==> config.mk <==
export PLATFORM = sky130hd
export DESIGN_NAME = pid_controller_antiwindup_flat
export DESIGN_NICKNAME = d
export VERILOG_FILES = /design/src/hdl/pidaw_pkg.sv /design/src/hdl/pidaw_in_if.sv /design/src/hdl/pidaw_out_if.sv /design/src/hdl/pidaw_ctrl.sv /design/src/hdl/pidaw_dp.sv /design/src/hdl/pid_controller_antiwindup.sv /design/src/flat_wrapper.sv
export VERILOG_INCLUDE_DIRS = /design/src /design/src/hdl
export SDC_FILE = /design/constraint.sdc
export NUM_CORES = 2
export LEC_CHECK = 0
export CAP_MARGIN = 10
export CORE_ASPECT_RATIO = 0.7
export CORE_MARGIN = 2
export CORE_UTILIZATION = 49
export DETAILED_ROUTE_END_ITERATION = 10
export DONT_BUFFER_PORTS = 1
export PLACE_DENSITY = 0.61
export SYNTH_ARGS = -nofsm -noshare
export SYNTH_HDL_FRONTEND = slang
export SYNTH_SLANG_ARGS = --single-unit
==> constraint.sdc <==
create_clock -name clk -period 16.7 [get_ports clk]
set_clock_uncertainty 0.2 [all_clocks]
set_input_delay 0.835 -clock clk [delete_from_list [all_inputs] [get_ports clk]]
set_output_delay 0.835 -clock clk [all_outputs]
set_load 0.05 [all_outputs]
==> src/hdl/pid_controller_antiwindup_defines.svh <==
// assertion macros for the pid controller with conditional integration
// used by the top level only; no other dependencies
`ifndef PID_CONTROLLER_ANTIWINDUP_DEFINES_SVH
`define PID_CONTROLLER_ANTIWINDUP_DEFINES_SVH

// same-cycle implication, disabled during reset
`define PIDAW_ASSERT_NOW(label, clk, rst, ante, cons) \
  label: assert property (@(posedge clk) disable iff (rst) (ante) |-> (cons)) \
    else $error("pidaw same-cycle check failed");

// next-cycle implication, disabled during reset
`define PIDAW_ASSERT_NEXT(label, clk, rst, ante, cons) \
  label: assert property (@(posedge clk) disable iff (rst) (ante) |=> (cons)) \
    else $error("pidaw next-cycle check failed");

`endif

==> src/hdl/pidaw_pkg.sv <==
// shared types and constants for the pid controller with anti-windup
// no dependencies
package pidaw_pkg;

  localparam int DATA_W    = 16;
  localparam int ACC_W     = 32;
  localparam int PROD_W    = DATA_W + ACC_W;
  localparam int TERM_W    = 24;
  localparam int SUM_W     = 34;
  localparam int WIDE_W    = 32;
  localparam int CFG_IDX_W = 3;

  // configuration register indexes
  typedef enum logic [CFG_IDX_W-1:0] {
    CFG_MODE     = 3'd0,
    CFG_GAIN_P   = 3'd1,
    CFG_GAIN_I   = 3'd2,
    CFG_GAIN_D   = 3'd3,
    CFG_OUT_MIN  = 3'd4,
    CFG_OUT_MAX  = 3'd5,
    CFG_MAX_STEP = 3'd6
  } cfg_idx_t;

  // mode codes
  localparam logic [1:0] MODE_PD  = 2'd0;
  localparam logic [1:0] MODE_PI  = 2'd1;
  localparam logic [1:0] MODE_PID = 2'd2;

  // limit status codes
  localparam logic [1:0] LIM_NONE = 2'd0;
  localparam logic [1:0] LIM_MAX  = 2'd1;
  localparam logic [1:0] LIM_MIN  = 2'd2;

  // operand pair for the shared multiplier
  typedef enum logic [1:0] {
    MUL_P = 2'd0,
    MUL_D = 2'd1,
    MUL_I = 2'd2,
    MUL_E = 2'd3
  } mul_sel_t;

  // commands from the sequencer to the datapath
  typedef struct packed {
    logic     load_in;
    mul_sel_t mul_sel;
    logic     cap_p;
    logic     cap_d;
    logic     cap_i;
    logic     upd_acc;
    logic     load_out;
  } cmd_t;

endpackage

==> src/hdl/pidaw_in_if.sv <==
// input sample channel: valid/ready handshake and sample fields
// depends on pidaw_pkg
interface pidaw_in_if;
  import pidaw_pkg::*;

  logic                     valid;
  logic                     ready;
  logic signed [DATA_W-1:0] err_in;
  logic signed [DATA_W-1:0] rate_in;
  logic        [DATA_W-1:0] step_time;

  modport source(output valid, output err_in, output rate_in, output step_time,
                 input ready);
  modport sink(input valid, input err_in, input rate_in, input step_time,
               output ready);
endinterface

==> src/hdl/pidaw_out_if.sv <==
// result channel: valid/ready handshake and result fields
// depends on pidaw_pkg
interface pidaw_out_if;
  import pidaw_pkg::*;

  logic                     valid;
  logic                     ready;
  logic signed [DATA_W-1:0] drive_out;
  logic signed [WIDE_W-1:0] drive_raw;
  logic        [1:0]        limit_status;
  logic                     integrated;
  logic signed [WIDE_W-1:0] term_p;
  logic signed [WIDE_W-1:0] term_i;
  logic signed [WIDE_W-1:0] term_d;

  modport source(output valid, output drive_out, output drive_raw,
                 output limit_status, output integrated, output term_p,
                 output term_i, output term_d, input ready);
  modport sink(input valid, input drive_out, input drive_raw,
               input limit_status, input integrated, input term_p,
               input term_i, input term_d, output ready);
endinterface

==> src/hdl/pidaw_ctrl.sv <==
// sequencer for the pid controller: walks one sample through the datapath
// depends on pidaw_pkg
module pidaw_ctrl (
  input  logic             clk,
  input  logic             rst,
  input  logic             in_valid,
  output logic             in_ready,
  output logic             out_valid,
  input  logic             out_ready,
  output pidaw_pkg::cmd_t  cmd
);
  import pidaw_pkg::*;

  typedef enum logic [7:0] {
    ST_IDLE  = 8'b0000_0001,
    ST_MUL_P = 8'b0000_0010,
    ST_MUL_D = 8'b0000_0100,
    ST_MUL_I = 8'b0000_1000,
    ST_MUL_E = 8'b0001_0000,
    ST_UPD   = 8'b0010_0000,
    ST_MUL_J = 8'b0100_0000,
    ST_DONE  = 8'b1000_0000
  } state_t;

  state_t state, state_next;
  logic   out_valid_next;

  assign in_ready = (state == ST_IDLE);

  always_comb begin
    state_next   = state;
    cmd          = '0;
    cmd.mul_sel  = MUL_P;
    unique case (state)
      ST_IDLE: begin
        if (in_valid) begin
          cmd.load_in = 1'b1;
          state_next  = ST_MUL_P;
        end
      end
      ST_MUL_P: begin
        cmd.mul_sel = MUL_P;
        state_next  = ST_MUL_D;
      end
      ST_MUL_D: begin
        cmd.mul_sel = MUL_D;
        cmd.cap_p   = 1'b1;
        state_next  = ST_MUL_I;
      end
      ST_MUL_I: begin
        cmd.mul_sel = MUL_I;
        cmd.cap_d   = 1'b1;
        state_next  = ST_MUL_E;
      end
      ST_MUL_E: begin
        cmd.mul_sel = MUL_E;
        cmd.cap_i   = 1'b1;
        state_next  = ST_UPD;
      end
      ST_UPD: begin
        cmd.mul_sel = MUL_E;
        cmd.upd_acc = 1'b1;
        state_next  = ST_MUL_J;
      end
      ST_MUL_J: begin
        cmd.mul_sel = MUL_I;
        state_next  = ST_DONE;
      end
      ST_DONE: begin
        // hold the integral product until the output register has room
        cmd.mul_sel = MUL_I;
        if (!out_valid || out_ready) begin
          cmd.load_out = 1'b1;
          state_next   = ST_IDLE;
        end
      end
      default: begin
        state_next = ST_IDLE;
      end
    endcase
  end

  assign out_valid_next = cmd.load_out | (out_valid & ~out_ready);

  always_ff @(posedge clk) begin
    if (rst) begin
      state     <= ST_IDLE;
      out_valid <= 1'b0;
    end else begin
      state     <= state_next;
      out_valid <= out_valid_next;
    end
  end

endmodule

==> src/hdl/pidaw_dp.sv <==
// datapath for the pid controller: config registers, shared multiplier,
// integral accumulator and result register; depends on pidaw_pkg
module pidaw_dp (
  input  logic                                         clk,
  input  logic                                         rst,
  input  pidaw_pkg::cmd_t                              cmd,
  input  logic                                         cfg_we,
  input  logic        [pidaw_pkg::CFG_IDX_W-1:0]       cfg_index,
  input  logic        [pidaw_pkg::DATA_W-1:0]          cfg_data,
  input  logic signed [pidaw_pkg::DATA_W-1:0]          err_in,
  input  logic signed [pidaw_pkg::DATA_W-1:0]          rate_in,
  input  logic        [pidaw_pkg::DATA_W-1:0]          step_time,
  output logic signed [pidaw_pkg::DATA_W-1:0]          drive_out,
  output logic signed [pidaw_pkg::WIDE_W-1:0]          drive_raw,
  output logic        [1:0]                            limit_status,
  output logic                                         integrated,
  output logic signed [pidaw_pkg::WIDE_W-1:0]          term_p,
  output logic signed [pidaw_pkg::WIDE_W-1:0]          term_i,
  output logic signed [pidaw_pkg::WIDE_W-1:0]          term_d
);
  import pidaw_pkg::*;

  localparam logic signed [ACC_W-1:0] ACC_HI  = {1'b0, {(ACC_W-1){1'b1}}};
  localparam logic signed [ACC_W-1:0] ACC_LO  = {1'b1, {(ACC_W-1){1'b0}}};
  localparam logic signed [WIDE_W-1:0] WIDE_HI = {1'b0, {(WIDE_W-1){1'b1}}};
  localparam logic signed [WIDE_W-1:0] WIDE_LO = {1'b1, {(WIDE_W-1){1'b0}}};

  // configuration
  logic        [1:0]        mode;
  logic signed [DATA_W-1:0] gain_p, gain_i, gain_d, out_min, out_max;
  logic        [DATA_W-1:0] max_step;

  // working registers
  logic signed [DATA_W-1:0] err_q, rate_q;
  logic        [DATA_W-1:0] dt_q;
  logic signed [ACC_W-1:0]  acc;
  logic signed [PROD_W-1:0] prod;
  logic signed [TERM_W-1:0] tp, td;
  logic signed [ACC_W-1:0]  ti;
  logic                     did;

  logic signed [DATA_W-1:0] mul_a;
  logic signed [ACC_W-1:0]  mul_b;
  logic                     mode_pd, mode_pi;
  logic signed [SUM_W-1:0]  lo_w, hi_w, pre, raw;
  logic signed [ACC_W-1:0]  ti_new;
  logic signed [TERM_W-1:0] inc;
  logic signed [ACC_W:0]    acc_sum;
  logic signed [ACC_W-1:0]  acc_sat;
  logic                     in_window, red_hi, red_lo, int_ok;
  logic signed [WIDE_W-1:0] raw_sat;

  always_ff @(posedge clk) begin
    if (rst) begin
      mode     <= MODE_PID;
      gain_p   <= '0;
      gain_i   <= '0;
      gain_d   <= '0;
      out_min  <= {1'b1, {(DATA_W-1){1'b0}}};
      out_max  <= {1'b0, {(DATA_W-1){1'b1}}};
      max_step <= '1;
    end else if (cfg_we) begin
      unique case (cfg_index)
        CFG_MODE:     mode     <= cfg_data[1:0];
        CFG_GAIN_P:   gain_p   <= cfg_data;
        CFG_GAIN_I:   gain_i   <= cfg_data;
        CFG_GAIN_D:   gain_d   <= cfg_data;
        CFG_OUT_MIN:  out_min  <= cfg_data;
        CFG_OUT_MAX:  out_max  <= cfg_data;
        CFG_MAX_STEP: max_step <= cfg_data;
        default: ;
      endcase
    end
  end

  assign mode_pd = (mode == MODE_PD);
  assign mode_pi = (mode == MODE_PI);

  // shared multiplier operand select
  always_comb begin
    case (cmd.mul_sel)
      MUL_P: begin
        mul_a = gain_p;
        mul_b = ACC_W'(err_q);
      end
      MUL_D: begin
        mul_a = gain_d;
        mul_b = ACC_W'(rate_q);
      end
      MUL_I: begin
        mul_a = gain_i;
        mul_b = acc;
      end
      MUL_E: begin
        mul_a = err_q;
        mul_b = {{(ACC_W-DATA_W){1'b0}}, dt_q};
      end
      default: begin
        mul_a = gain_p;
        mul_b = ACC_W'(err_q);
      end
    endcase
  end

  always_ff @(posedge clk) begin
    prod <= mul_a * mul_b;
  end

  // pre-update sum and integration condition
  assign lo_w      = SUM_W'(out_min);
  assign hi_w      = SUM_W'(out_max);
  assign pre       = SUM_W'(tp) + SUM_W'(ti) - SUM_W'(td);
  assign in_window = (pre >= lo_w) && (pre < hi_w);
  assign red_hi    = (pre > hi_w) && err_q[DATA_W-1];
  assign red_lo    = (pre < lo_w) && !err_q[DATA_W-1] && (err_q != '0);
  assign int_ok    = !mode_pd && (gain_i != '0) && (dt_q != '0) && (dt_q < max_step)
                     && (in_window || red_hi || red_lo);

  // err*dt stays within 32 signed bits, floor shift by 8
  assign inc     = prod[TERM_W+7:8];
  assign acc_sum = (ACC_W+1)'(acc) + (ACC_W+1)'(inc);
  always_comb begin
    if (acc_sum > (ACC_W+1)'(ACC_HI)) begin
      acc_sat = ACC_HI;
    end else if (acc_sum < (ACC_W+1)'(ACC_LO)) begin
      acc_sat = ACC_LO;
    end else begin
      acc_sat = acc_sum[ACC_W-1:0];
    end
  end

  // final sum with the updated integral term
  assign ti_new = mode_pd ? '0 : prod[PROD_W-1:16];
  assign raw    = SUM_W'(tp) + SUM_W'(ti_new) - SUM_W'(td);

  always_comb begin
    if (raw > SUM_W'(WIDE_HI)) begin
      raw_sat = WIDE_HI;
    end else if (raw < SUM_W'(WIDE_LO)) begin
      raw_sat = WIDE_LO;
    end else begin
      raw_sat = raw[WIDE_W-1:0];
    end
  end

  always_ff @(posedge clk) begin
    if (rst) begin
      acc <= '0;
    end else if (cmd.upd_acc && int_ok) begin
      acc <= acc_sat;
    end
  end

  always_ff @(posedge clk) begin
    if (cmd.load_in) begin
      err_q  <= err_in;
      rate_q <= rate_in;
      dt_q   <= step_time;
    end
    if (cmd.cap_p) begin
      tp <= prod[TERM_W+7:8];
    end
    if (cmd.cap_d) begin
      td <= mode_pi ? '0 : prod[TERM_W+7:8];
    end
    if (cmd.cap_i) begin
      ti <= mode_pd ? '0 : prod[PROD_W-1:16];
    end
    if (cmd.upd_acc) begin
      did <= int_ok;
    end
    if (cmd.load_out) begin
      if (raw >= hi_w) begin
        drive_out    <= out_max;
        limit_status <= LIM_MAX;
      end else if (raw <= lo_w) begin
        drive_out    <= out_min;
        limit_status <= LIM_MIN;
      end else begin
        drive_out    <= raw[DATA_W-1:0];
        limit_status <= LIM_NONE;
      end
      drive_raw  <= raw_sat;
      integrated <= did;
      term_p     <= WIDE_W'(tp);
      term_i     <= ti_new;
      term_d     <= WIDE_W'(td);
    end
  end

endmodule

==> src/hdl/pid_controller_antiwindup.sv <==
// top level of the pid controller with conditional-integration anti-windup
// depends on pidaw_pkg, pidaw_in_if, pidaw_out_if, pidaw_ctrl, pidaw_dp
//
//  channel   | dir | handshake          | content
//  ----------+-----+--------------------+------------------------------------------
//  sample    | in  | valid/ready        | err_in, rate_in, step_time
//  result    | out | valid/ready        | drive_out, drive_raw, status, terms
//  cfg       | in  | cfg_we, no ready   | cfg_index selects register, cfg_data
//
// a new sample is accepted only once the previous one has loaded its result; five
// products (p, d, old integral, err*dt, new integral) share one 16x32 multiplier
// with a register behind it, one state updates the integral and one, which waits
// for room in the result register, loads the clamped result
// synchronous active-high reset restores the register defaults and a zero integral
// a held result does not block the next sample; only the final load waits for room
`include "pid_controller_antiwindup_defines.svh"

module pid_controller_antiwindup (
  input  logic                                 clk,
  input  logic                                 rst,
  input  logic                                 cfg_we,
  input  logic [pidaw_pkg::CFG_IDX_W-1:0]      cfg_index,
  input  logic [pidaw_pkg::DATA_W-1:0]         cfg_data,
  pidaw_in_if.sink                             sample,
  pidaw_out_if.source                          result
);
  import pidaw_pkg::*;

  cmd_t cmd;

  // sequencer: handshake on both channels and step commands
  pidaw_ctrl u_ctrl (
    .clk       (clk),
    .rst       (rst),
    .in_valid  (sample.valid),
    .in_ready  (sample.ready),
    .out_valid (result.valid),
    .out_ready (result.ready),
    .cmd       (cmd)
  );

  // datapath: config registers, multiplier, integral and result register
  pidaw_dp u_dp (
    .clk          (clk),
    .rst          (rst),
    .cmd          (cmd),
    .cfg_we       (cfg_we),
    .cfg_index    (cfg_index),
    .cfg_data     (cfg_data),
    .err_in       (sample.err_in),
    .rate_in      (sample.rate_in),
    .step_time    (sample.step_time),
    .drive_out    (result.drive_out),
    .drive_raw    (result.drive_raw),
    .limit_status (result.limit_status),
    .integrated   (result.integrated),
    .term_p       (result.term_p),
    .term_i       (result.term_i),
    .term_d       (result.term_d)
  );

  // an accepted item keeps the input closed while it is worked on
  `PIDAW_ASSERT_NEXT(a_busy_after_accept, clk, rst, sample.valid && sample.ready, !sample.ready)

  // capture and update strobes never overlap
  `PIDAW_ASSERT_NOW(a_strobes_excl, clk, rst, 1'b1,
    $onehot0({cmd.cap_p, cmd.cap_d, cmd.cap_i, cmd.upd_acc, cmd.load_out}))

  // a loaded result is presented in the next cycle
  `PIDAW_ASSERT_NEXT(a_load_shows, clk, rst, cmd.load_out, result.valid)

  // the result register is only loaded while no sample is being taken
  `PIDAW_ASSERT_NOW(a_load_not_idle, clk, rst, cmd.load_out, !sample.ready)

endmodule

==> src/flat_wrapper.sv <==
// flat-port wrapper written by rule: the top's interface ports become plain ports
module pid_controller_antiwindup_flat import pidaw_pkg::*;
  (clk, rst, cfg_we, cfg_index, cfg_data, sample_valid, sample_err_in, sample_rate_in, sample_step_time, sample_ready, result_valid, result_drive_out, result_drive_raw, result_limit_status, result_integrated, result_term_p, result_term_i, result_term_d, result_ready);
  pidaw_in_if sample_i ();
  pidaw_out_if result_i ();
  input  logic clk;
  input  logic rst;
  input  logic cfg_we;
  input  logic [pidaw_pkg::CFG_IDX_W-1:0] cfg_index;
  input  logic [pidaw_pkg::DATA_W-1:0] cfg_data;
  input wire logic [$bits(sample_i.valid)-1:0] sample_valid;
  input wire logic [$bits(sample_i.err_in)-1:0] sample_err_in;
  input wire logic [$bits(sample_i.rate_in)-1:0] sample_rate_in;
  input wire logic [$bits(sample_i.step_time)-1:0] sample_step_time;
  output wire logic [$bits(sample_i.ready)-1:0] sample_ready;
  output wire logic [$bits(result_i.valid)-1:0] result_valid;
  output wire logic [$bits(result_i.drive_out)-1:0] result_drive_out;
  output wire logic [$bits(result_i.drive_raw)-1:0] result_drive_raw;
  output wire logic [$bits(result_i.limit_status)-1:0] result_limit_status;
  output wire logic [$bits(result_i.integrated)-1:0] result_integrated;
  output wire logic [$bits(result_i.term_p)-1:0] result_term_p;
  output wire logic [$bits(result_i.term_i)-1:0] result_term_i;
  output wire logic [$bits(result_i.term_d)-1:0] result_term_d;
  input wire logic [$bits(result_i.ready)-1:0] result_ready;
  assign sample_i.valid = sample_valid;
  assign sample_i.err_in = sample_err_in;
  assign sample_i.rate_in = sample_rate_in;
  assign sample_i.step_time = sample_step_time;
  assign sample_ready = sample_i.ready;
  assign result_valid = result_i.valid;
  assign result_drive_out = result_i.drive_out;
  assign result_drive_raw = result_i.drive_raw;
  assign result_limit_status = result_i.limit_status;
  assign result_integrated = result_i.integrated;
  assign result_term_p = result_i.term_p;
  assign result_term_i = result_i.term_i;
  assign result_term_d = result_i.term_d;
  assign result_i.ready = result_ready;
  pid_controller_antiwindup u_core (.clk(clk), .rst(rst), .cfg_we(cfg_we), .cfg_index(cfg_index), .cfg_data(cfg_data), .sample(sample_i), .result(result_i));
endmodule
==> metrics.yaml <==
dr.pass1.iters: 5
hold_class: "in2reg"
layout_commonest_cell: "inv_1"
final.setup.worst_slack_ns: 6.75
fin_crit_ns: 9.95
syn-num-nets: 5701
met2_length_um: 53600
place_congestion: 0.976
slew_viol_final: 0
fmax_mhz: 100
cts_buffers: 46
crit_type: "reg2reg"
netlist_area_um2: 43800
start_util_pct: 49.6
ctsHoldBuffers: 0
die_x_um: 361
rsz0062_at_grt: "no"
drt_first_iter_violations: 3441
grt_pass1_wl_um: 200000
synth.top_cell.area_share_pct: 25.2
io_buffer_count: 0
synth-edff-count: 260
nFillCells: 8054
die_area_um2: 91800
crit_fanout: 81
post_cts_buffers: 0
hold_violations: 0
cts_tree: "yes"
core-area_um2: 88200
clkTransAtPathRegs_ns: 0.08
cpMostUsedCell: "fa_1"
via_per_inst: 5.68
power_density_nw_per_um2: 164
syn_to_final_growth_pct: 6.65
ctsResizeCount: 0
clock-root-buffer: "clkbuf_16"
ys_ff_latch: 439
grt.overflow.total: 0
synthTopCellsByArea: "fa_1, edfxtp_1, ha_1"
cp_data_required_time_ns: 16.97
top_layer_used: "met5"
synthAdderAreaFrac_pct: 36.1
drv_cap: 0
synthCells: 4717
dp_hpwl_um: 105000
grt_pass1_vias: 32140
crit_arrival_ns: 10.22
wire_per_inst_um: 22.4
whs_ns: 0.104
fin_setup_tns_ns: 0
pre_cts_ws_ns: 7.02
async_flop_share_pct: 0
antenna_found_initial: 2
layout_common_cells: "inv_1, nand2_1, fa_1"
num_rows: 91
synth-simple-area-share_pct: 13.0
synth_top_family_by_area: "adder cells"
finalCritPeriodShare_pct: 59.6
yosysTopAreaCell: "fa_1"
ioPinCount: 221
ir_drop_uv: 147
utilization_pct: 52.9
critPathMaxStageDelay_ns: 0.88
cts-htree-levels: 2
synth_compound_area_share_pct: 12.0
drive_gt1_share_pct: 4.54
cts.sinks: 439
yosysUniqueCellTypes: 80
grt_start_max_net_pins: 137
worst_pin_slew_ns: 1.16
ys_seq_area_share_pct: 26.0
cpMaxStageDelayCell: "a21oi_1"
nets: 5638
cts_buffer_depth: 3
ys_dominant_reg_cell: "edfxtp_1"
yosys.area_share.xor_xnor_pct: 2.72
ant_nets: 0
drt-total-wl_um: 131000
die_h_um: 254
power.leakage_nw: 21.8
crit_path_end_kind: "register"
finalSetupViolCount: 0
yosys_warnings: 0
num_vias: 33213
wl_met1_um: 61800
maxSlewHeadroom_pct: 22.5
run_status: "finished clean"
dr_wl_met3_um: 13100
synthMuxAreaShare_pct: 0.806
cp-start-kind: "register"
postSynthAreaPerCell_um2: 9.28
grt_usage_pct: 28.8
drc: 0
clkLatencyLatePin_ns: 0.62
cell type report:
class                           instances  area [µm²]  area share (%)
Antenna cell                            1        2.50         0.00536
Clock buffer                           53        1210            2.59
Sequential cell                       439       11400            24.4
Clock inverter                         30         329           0.705
Tap cell                             1162        1450            3.11
Multi-Input combinational cell       3212       28500            61.0
Inverter                              894        3360            7.19
Timing Repair Buffer                   61         483            1.03
per-layer routing:
metal	global-route usage, %	up-vias
met5	0	-
met4	5.57	4
met3	6.89	158
met2	40.5	1392
met1	44.7	16465
li1	-	15194
critical path: cells and delay by family (launching register included):
kind	cells	cell delay, ns
AO/OA/AOI/OAI	9	2.54
XOR/XNOR	1	0.14
adder cells (fa/ha/maj)	7	3.48
buffers and inverters	5	1.08
flip-flops	1	0.39
AND/OR/NAND/NOR	8	1.90
flip-flops by register name (all words and copies together), names as in the netlist, 24 cells and up:
| signal | count |
|---|---|
| u_core.u_dp.term_i | 32 |
| u_core.u_dp.ti | 32 |
| u_core.u_dp.prod | 40 |
| u_core.u_dp.term_d | 24 |
| u_core.u_dp.drive_raw | 32 |
| u_core.u_dp.td | 24 |
| u_core.u_dp.acc | 32 |
| u_core.u_dp.term_p | 24 |
| u_core.u_dp.tp | 24 |
where the power goes:
group / internal, W / switching (W)
Sequential: 0.00140 / 0.000192
Combinational: 0.00187 / 0.00314
Clock: 0.000615 / 0.000460
stage by stage:
stage          cell area [µm²]  std cells  power (W)
6_report                 46700       5852    0.00766
5_1_grt                  46700       5851    0.00831
4_1_cts                  46700       5851    0.00766
3_5_place_dp             45100       5768    0.00654
3_3_place_gp             45100       5768    0.00650
2_1_floorplan            43800       4717    0.00505
final timing paths:
check / cells after the start / slack [ns] / end / startpoint
worst max-delay path: 30 / 6.75 / u_core.u_dp.prod[42] / u_core.u_ctrl.state[7]
worst min register to register: 2 / 0.25 / u_core.u_dp.gain_p[15] / u_core.u_dp.gain_p[15]
worst min-delay path: 0 / 0.10 / u_core.u_dp.err_q[0] / sample_err_in[0]
worst max register to register: 30 / 6.75 / u_core.u_dp.prod[42] / u_core.u_ctrl.state[7]
cells in the mapped netlist (27+ instances only):
library cell	instances
a21o_1	124
ha_1	362
fa_1	550
inv_1	894
xnor2_1	75
nand2b_1	40
nor2_1	406
xor2_1	61
a22oi_1	29
maj3_1	27
a21oi_1	254
clkbuf_1	144
edfxtp_1	260
nor3_1	27
nor2b_1	31
nand3_1	31
nand2_1	577
a31oi_1	40
and2_1	48
a211oi_1	49
nand4_1	54
o21ai_0	112
mux2i_1	33
dfxtp_1	179
a211o_1	40
kinds of logic (layout without fill, tap and decap cells):
logic type,Yosys count,in the layout
flops,439,439
xor+xnor,136,136
other cells,0,1
mux,35,35
buf+inv,1066,1038
simple gates,1303,1303
fa+ha+maj,939,939
compound gates,799,799
No activity file was read; power rests on OpenSTA's default activity.
